## src/rtl/core/bsc_pkg.sv

```systemverilog
// Shared types and constants for the safety check block.
`timescale 1ns / 1ps
`default_nettype none

package bsc_pkg;

   localparam int NUM_PROCS = 5;
   localparam int NUM_RES   = 3;

   localparam int CMD_W   = 2;
   localparam int PROC_W  = 3;
   localparam int RES_W   = 2;
   localparam int COUNT_W = 8;
   localparam int POOL_W  = 11;
   localparam int CNT_W   = $clog2(NUM_PROCS + 1);

   localparam logic [POOL_W-1:0] POOL_MAX = {POOL_W{1'b1}};

   localparam logic [CMD_W-1:0] CMD_LOAD_ALLOC = 2'd0;
   localparam logic [CMD_W-1:0] CMD_LOAD_MAX   = 2'd1;
   localparam logic [CMD_W-1:0] CMD_LOAD_AVAIL = 2'd2;
   localparam logic [CMD_W-1:0] CMD_RUN        = 2'd3;

   typedef struct packed {
      logic [CMD_W-1:0]   cmd;
      logic [PROC_W-1:0]  proc_index;
      logic [RES_W-1:0]   res_index;
      logic [COUNT_W-1:0] count_value;
   } req_type;

   typedef struct packed {
      logic [PROC_W-1:0] granted_proc;
      logic              is_grant;
      logic              last_flag;
   } rsp_type;

   typedef logic [NUM_RES-1:0][POOL_W-1:0]  pool_type;
   typedef logic [NUM_RES-1:0][COUNT_W-1:0] count_vec_type;

   // shared scan control, same for every cell
   typedef struct packed {
      logic step;        // token moves one cell down the chain
      logic take;        // the cell holding a hit is granted
      logic clear_done;  // new run: every process unfinished again
   } cell_ctrl_type;

   // table write, select already decoded per cell
   typedef struct packed {
      logic               wr_alloc;
      logic               wr_max;
      logic [RES_W-1:0]   res_index;
      logic [COUNT_W-1:0] value;
   } cell_wr_type;

endpackage

`default_nettype wire

```

## src/rtl/core/bsc_cell.sv

```systemverilog
// One process cell: allocation and maximum rows, finished bit and scan token.
`timescale 1ns / 1ps
`default_nettype none

module bsc_cell (
   input  wire                          clock,
   input  wire                          reset,
   input  wire bsc_pkg::cell_ctrl_type  ctrl_i,
   input  wire bsc_pkg::cell_wr_type    wr_i,
   input  wire bsc_pkg::pool_type       pool_i,
   input  wire                          tok_prev_i,
   output logic                         tok_o,
   output logic                         hit_o,
   output bsc_pkg::count_vec_type       alloc_o
);
   import bsc_pkg::*;

   count_vec_type alloc_ff, alloc_in;
   count_vec_type max_ff, max_in;
   logic          done_ff, done_in;
   logic          tok_ff, tok_in;
   logic          fits;
   logic [COUNT_W-1:0] need;

   always_comb begin
      fits = 1'b1;
      need = '0;
      for (int r = 0; r < NUM_RES; r++) begin
         need = (max_ff[r] > alloc_ff[r]) ? (max_ff[r] - alloc_ff[r]) : '0;
         if (POOL_W'(need) > pool_i[r]) begin
            fits = 1'b0;
         end
      end
   end

   assign hit_o   = tok_ff & ~done_ff & fits;
   assign alloc_o = hit_o ? alloc_ff : '0;
   assign tok_o   = tok_ff;

   always_comb begin
      alloc_in = alloc_ff;
      max_in   = max_ff;
      for (int r = 0; r < NUM_RES; r++) begin
         if (wr_i.res_index == RES_W'(r)) begin
            if (wr_i.wr_alloc) begin
               alloc_in[r] = wr_i.value;
            end
            if (wr_i.wr_max) begin
               max_in[r] = wr_i.value;
            end
         end
      end
      tok_in  = ctrl_i.step ? tok_prev_i : tok_ff;
      done_in = done_ff;
      if (ctrl_i.clear_done) begin
         done_in = 1'b0;
      end else if (ctrl_i.take && hit_o) begin
         done_in = 1'b1;
      end
   end

   always_ff @(posedge clock) begin
      if (reset) begin
         alloc_ff <= '0;
         max_ff   <= '0;
         done_ff  <= 1'b0;
         tok_ff   <= 1'b0;
      end else begin
         alloc_ff <= alloc_in;
         max_ff   <= max_in;
         done_ff  <= done_in;
         tok_ff   <= tok_in;
      end
   end

endmodule

`default_nettype wire

```

## src/rtl/core/bankers_safety_check.sv

```systemverilog
// Top level: request decode, scan control, resource pool and result register.
`timescale 1ns / 1ps
`default_nettype none

// Banker's safety check. Load requests (allocation, maximum, available) are taken
// whenever idle; out-of-range indexes are dropped. A run request clears the finished
// marks and passes a scan token down a chain of NUM_PROCS process cells, one cell
// per cycle until a cell fits or the last cell is reached. The first unfinished cell
// whose need fits the pool in every resource type is granted: its allocation is
// added to the pool (saturating) and, unless every process is now granted, the token
// restarts at cell 0. A round in which no cell fits ends the run with an unsafe
// result. A grant or the unsafe result waits while the result register is held.
// The next request is taken once the run has issued its final result.

module bankers_safety_check (
   input  wire                     clock,
   input  wire                     reset,
   input  wire                     req_valid,
   output logic                    req_ready,
   input  wire bsc_pkg::req_type   req_data,
   output logic                    rsp_valid,
   input  wire                     rsp_ready,
   output bsc_pkg::rsp_type        rsp_data
);
   import bsc_pkg::*;

   typedef enum logic {ST_IDLE, ST_SCAN} state_type;

   state_type         state_ff, state_in;
   pool_type          pool_ff, pool_in;
   logic [CNT_W-1:0]  cnt_ff, cnt_in;
   logic              rsp_valid_ff, rsp_valid_in;
   rsp_type           rsp_ff, rsp_in;

   cell_ctrl_type               ctrl;
   logic                        restart;
   cell_wr_type [NUM_PROCS-1:0] wr;
   logic [NUM_PROCS-1:0]        tok;
   logic [NUM_PROCS-1:0]        chain;
   logic [NUM_PROCS-1:0]        hit;
   count_vec_type [NUM_PROCS-1:0] alloc_sel;

   count_vec_type     grant_alloc;
   logic [PROC_W-1:0] grant_proc;
   logic              any_hit;
   logic              at_end;
   logic              out_free;
   logic              accept;
   logic              res_ok;
   logic              proc_ok;
   logic [POOL_W:0]   sum;

   genvar gi;
   generate
      for (gi = 0; gi < NUM_PROCS; gi++) begin : g_cell
         bsc_cell u_cell (
            .clock      (clock),
            .reset      (reset),
            .ctrl_i     (ctrl),
            .wr_i       (wr[gi]),
            .pool_i     (pool_ff),
            .tok_prev_i (chain[gi]),
            .tok_o      (tok[gi]),
            .hit_o      (hit[gi]),
            .alloc_o    (alloc_sel[gi])
         );
      end
   endgenerate

   assign req_ready = (state_ff == ST_IDLE);
   assign rsp_valid = rsp_valid_ff;
   assign rsp_data  = rsp_ff;
   assign accept    = req_valid & req_ready;
   assign out_free  = ~rsp_valid_ff | rsp_ready;
   assign res_ok    = 32'(req_data.res_index) < NUM_RES;
   assign proc_ok   = 32'(req_data.proc_index) < NUM_PROCS;

   // token chain; a restart clears the chain and injects a token at cell 0
   always_comb begin
      chain[0] = restart;
      for (int i = 1; i < NUM_PROCS; i++) begin
         chain[i] = tok[i-1] & ~restart;
      end
   end

   // at most one cell holds the token, so OR-merging picks the hit cell
   always_comb begin
      grant_alloc = '0;
      grant_proc  = '0;
      for (int i = 0; i < NUM_PROCS; i++) begin
         grant_alloc = grant_alloc | alloc_sel[i];
         if (hit[i]) begin
            grant_proc = PROC_W'(i);
         end
      end
      any_hit = |hit;
      at_end  = tok[NUM_PROCS-1] & ~hit[NUM_PROCS-1];
   end

   always_comb begin
      for (int i = 0; i < NUM_PROCS; i++) begin
         wr[i].wr_alloc  = accept && req_data.cmd == CMD_LOAD_ALLOC && res_ok && proc_ok
                           && req_data.proc_index == PROC_W'(i);
         wr[i].wr_max    = accept && req_data.cmd == CMD_LOAD_MAX && res_ok && proc_ok
                           && req_data.proc_index == PROC_W'(i);
         wr[i].res_index = req_data.res_index;
         wr[i].value     = req_data.count_value;
      end
   end

   always_comb begin
      state_in        = state_ff;
      pool_in         = pool_ff;
      cnt_in          = cnt_ff;
      rsp_valid_in    = rsp_valid_ff & ~rsp_ready;
      rsp_in          = rsp_ff;
      ctrl.step       = 1'b0;
      ctrl.take       = 1'b0;
      ctrl.clear_done = 1'b0;
      restart         = 1'b0;
      sum             = '0;

      unique case (state_ff)
         ST_IDLE: begin
            if (accept) begin
               if (req_data.cmd == CMD_LOAD_AVAIL) begin
                  if (res_ok) begin
                     for (int r = 0; r < NUM_RES; r++) begin
                        if (req_data.res_index == RES_W'(r)) begin
                           pool_in[r] = POOL_W'(req_data.count_value);
                        end
                     end
                  end
               end else if (req_data.cmd == CMD_RUN) begin
                  ctrl.clear_done = 1'b1;
                  ctrl.step       = 1'b1;
                  restart         = 1'b1;
                  cnt_in          = '0;
                  state_in        = ST_SCAN;
               end
            end
         end
         ST_SCAN: begin
            if (any_hit) begin
               if (out_free) begin
                  ctrl.take    = 1'b1;
                  rsp_valid_in = 1'b1;
                  rsp_in.granted_proc = grant_proc;
                  rsp_in.is_grant     = 1'b1;
                  rsp_in.last_flag    = (cnt_ff == CNT_W'(NUM_PROCS - 1));
                  for (int r = 0; r < NUM_RES; r++) begin
                     sum = {1'b0, pool_ff[r]} + (POOL_W + 1)'(grant_alloc[r]);
                     pool_in[r] = (sum > (POOL_W + 1)'(POOL_MAX)) ? POOL_MAX
                                                                  : sum[POOL_W-1:0];
                  end
                  if (cnt_ff == CNT_W'(NUM_PROCS - 1)) begin
                     state_in = ST_IDLE;
                  end else begin
                     cnt_in    = cnt_ff + 1'b1;
                     ctrl.step = 1'b1;
                     restart   = 1'b1;
                  end
               end
            end else if (at_end) begin
               if (out_free) begin
                  rsp_valid_in        = 1'b1;
                  rsp_in.granted_proc = '0;
                  rsp_in.is_grant     = 1'b0;
                  rsp_in.last_flag    = 1'b1;
                  state_in            = ST_IDLE;
               end
            end else begin
               ctrl.step = 1'b1;
            end
         end
         default: begin
            state_in = ST_IDLE;
         end
      endcase
   end

   always_ff @(posedge clock) begin
      if (reset) begin
         state_ff     <= ST_IDLE;
         pool_ff      <= '0;
         cnt_ff       <= '0;
         rsp_valid_ff <= 1'b0;
         rsp_ff       <= '0;
      end else begin
         state_ff     <= state_in;
         pool_ff      <= pool_in;
         cnt_ff       <= cnt_in;
         rsp_valid_ff <= rsp_valid_in;
         rsp_ff       <= rsp_in;
      end
   end

endmodule

`default_nettype wire

```

## config.mk

```make
export PLATFORM = sky130hd
export DESIGN_NAME = bankers_safety_check
export DESIGN_NICKNAME = d
export VERILOG_FILES = /design/src/rtl/core/bsc_pkg.sv /design/src/rtl/core/bsc_cell.sv /design/src/rtl/core/bankers_safety_check.sv
export SDC_FILE = /design/constraint.sdc
export NUM_CORES = 1
export LEC_CHECK = 0
export ABC_AREA = 1
export CORE_ASPECT_RATIO = 1.75
export CORE_MARGIN = 4
export CORE_UTILIZATION = 50
export DETAILED_ROUTE_END_ITERATION = 6
export DONT_BUFFER_PORTS = 1
export PLACE_DENSITY = 0.73
export SLEW_MARGIN = 20
export SYNTH_ARGS = -nofsm -noshare
export SYNTH_HDL_FRONTEND = slang
export SYNTH_SLANG_ARGS = --single-unit
export TNS_END_PERCENT = 10
```

## constraint.sdc

```tcl
create_clock -name clock -period 4.7 [get_ports clock]
set_input_delay 1.175 -clock clock [delete_from_list [all_inputs] [get_ports clock]]
set_output_delay 1.175 -clock clock [all_outputs]
set_load 0.01 [all_outputs]
```

==> impl_metrics.ini <==
[yosys]
synth_flop_cell = dfxtp_1
synth_top_area_share_pct = 27.7
syn_inst = 3105
yosys.area.top_type = dfxtp_1
synth_edf_count = 0
ys_async_sr_fraction_pct = 0
ys_seq_area_share_pct = 27.7
syn_area_per_cell_um2 = 6.81
synth-seq-cells = 293
synth_nets = 3408
ys_top_cells_by_area = dfxtp_1 (28%), ha_1 (16%), nand2_1 (11%)
syn_area_um2 = 21100
ys_warn_count = 0
synth_cell_types = 54

[clock_tree]
postCtsHoldBufs = 0
clock_latency_ns = 0.58
htreeDepth = 1
cts_inserted_buffers = 28
cts-root-buf = clkbuf_16
cts_tree = done
cts.path.max_buffers = 3
clkTransAtPathRegs_ns = 0.07
cts.sinks = 293

[floorplan]
fp.dieH_um = 280
start_util_pct = 50.7
dieArea_um2 = 45800
io_pins = 26
core-area_um2 = 41700
num_rows = 99
fp.dieW_um = 163

[pwr]
powerDensity_nw_per_um2 = 214
total_power_mw = 5.87
power.leakage_nw = 12.5
ir_worst_vdd_v = 0.000344

[drt]
drc = 0
ant_nets = 0
firstDrtPassIters = 6
wirelength_um = 78300
vias_per_cell = 5.71
wire_per_inst_um = 19.0
first_iter_violations = 1761
route.vias.total = 23466

[layout]
n_fill_cell = 3500
final_area_um2 = 27400
instances_no_fill = 4112
final_util_pct = 65.7
final_layout_size_suffix_gt1_share_pct = 24.0
fin_nets = 3840
multi_input_area_um2 = 14400
diodes = 0
area.growth.synth_to_final_pct = 29.6
regArea_um2 = 5870

[worst_setup_path]
crit_slowest_cell = fa_2
path_class = reg2reg
reg2reg_slack_ns = -0.98
worstPathArrival_ns = 6.15
rr_worst_depth = 39
critPathMaxStageDelay_ns = 0.37
cp-end-kind = register
start_kind = register
cp_max_fo = 8
cp_data_required_time_ns = 5.18

[timing]
period_needed_ns = 5.68
whs_ns = 0.452
worst_pin_slew_ns = 0.992
finalSetupViolCount = 33
finalWorstSetupSlack_ns = -0.979
final-hold-violation-count = 0
fmax_mhz = 176
fin_crit_sh_pct = 121
finClkSkew_ns = 0.0200
relSlewSlack_pct = 33.9
slew_violations = 0
rsz0062_at_grt = yes

[placed_design]
port_buffers = 0
dpl-instance-area_um2 = 24900
placed_cells_incl_taps = 4002
hpwlAfterDp_um = 55700
gp_congestion = 1.01

[grt]
track_usage_pct = 32.5
grt_pass1_vias = 23241
overflow = 0
grt_pass1_wl_um = 118000
grt_max_degree = 99
antenna_found_initial = 0

[min_path]
hold_depth = 2
hold_path_class = reg2reg

[run_status]
outcome = finished with violations
violations = negative setup slack

[job]
cap_violations = 0
-- power breakdown --
group | switching (mW) | leakage, nW | internal, mW
Combinational | 0.566 | 9.70 | 0.294
Sequential | 0.0196 | 2.36 | 2.50
Clock | 1.06 | 0.478 | 1.44
Total | 1.64 | 12.5 | 4.23
-- synthesized netlist by cell type, types with 2 or more instances --
cell and n:
buf_6 4, nand2_2 9, a21oi_1 352, clkbuf_1 83
nand3_1 148, buf_1 2, inv_2 11, nor3_1 42
nor2_4 8, xor2_1 21, inv_1 384, clkinv_1 4
nand3b_1 3, o32ai_1 4, or2_2 16, a31oi_1 3
nand4_1 29, o21bai_1 7, buf_2 12, nor2_2 10
a22oi_1 2, fa_1 18, o21ai_1 2, nor3b_1 38
o22ai_1 22, xnor2_1 15, nand2_4 5, o21ai_0 254
nand2_1 608, buf_4 3, nor2_1 359, nor4_2 2
a21boi_0 15, nand3_2 2, nand3_4 3, a21o_1 4
o211ai_1 2, o31ai_1 2, dfxtp_1 293, ha_1 266
and3_1 2, a21oi_2 3, o221ai_1 21, a211oi_1 2
-- worst max-delay path, delay by kind of cell, from the launching register on --
family / cells / cell delay [ns]
adder cells (fa/ha/maj): 4 / 1.21
AO/OA/AOI/OAI: 7 / 0.93
flip-flops: 1 / 0.34
buffers and inverters: 6 / 0.58
AND/OR/NAND/NOR: 22 / 2.47
-- layout by cell type (no fill, tap or decap), types with 14 or more instances in the layout --
cell type  instances
o21ai_1           24
nand4_1           29
nor2_2            27
nand3_2           17
nand2_1          572
ha_1             254
xnor2_1           15
o22ai_1           15
xor2_1            21
clkbuf_16         29
a21oi_1          314
buf_4            489
o21ai_0          218
nor3_1            30
nand2_2           38
nor2_1           339
o221ai_1          16
nand3_1          131
inv_2             28
fa_2              14
inv_1            364
dfxtp_1          287
nor3b_1           25
a21oi_2           36
-- state kept, by name, summed over array words and instances (netlist names) --
name / flops
rsp_valid: 1
cnt_ff: 3
g_cell.u_cell.done_ff: 5
g_cell.u_cell.tok_o: 5
pool_ff: 33
g_cell.u_cell.alloc_ff: 120
state_ff: 1
g_cell.u_cell.max_ff: 120
rsp_data: 5
-- layout make-up --
class	instances	share of cell area (%)
Timing Repair Buffer	505	14.3
Inverter	401	5.55
Tap cell	555	2.53
Clock inverter	14	0.767
Multi-Input combinational cell	2308	52.6
Sequential cell	293	21.4
Clock buffer	36	2.82
-- final timing paths --
check	from	to
worst min register to register	g_cell[4].u_cell.done_ff	g_cell[4].u_cell.done_ff
worst min-delay path	g_cell[4].u_cell.done_ff	g_cell[4].u_cell.done_ff
worst max register to register	g_cell[4].u_cell.alloc_ff[19]	pool_ff[32]
worst max-delay path	g_cell[4].u_cell.alloc_ff[19]	pool_ff[32]
-- per-layer routing --
metal	GRT usage (%)	part of all wire, %
met3	5.12	7.2
met1	32.8	33
met4	26.8	11
met2	58.2	49
met5	0	0
-- timing repair --
item / 4_1_cts / 5_1_grt
gates resized for setup: 99 / 178
cloned: 1 / 0
hold endpoints to repair: 0 / 0
pin swaps: 40 / 144
buffers inserted: 28 / 32
endpoints found under the setup margin: 33 / 40
-- metrics by stage --
step	TNS (ns)	setup WS (ns)
2_1_floorplan	-1.38	-0.108
6_report	-26.08	-0.979
3_5_place_dp	-29.48	-1.00
4_1_cts	-18.28	-0.646
3_3_place_gp	-24.69	-0.863
5_1_grt	-35.23	-1.17
-- logic make-up (layout without fill, tap and decap cells) --
logic type | Yosys count | in the layout | share of synthesized area [%]
and+or+nand+nor | 1288 | 1289 | 26.4
AOI/OAI and AO/OA | 699 | 699 | 17.7
buffers and inverters | 505 | 956 | 9.25
DFF | 293 | 293 | 27.7
adders and majority gates | 284 | 284 | 17.4
xor gates and xnor gates | 36 | 36 | 1.49
Note: power is estimated with default switching activity, not from simulation.
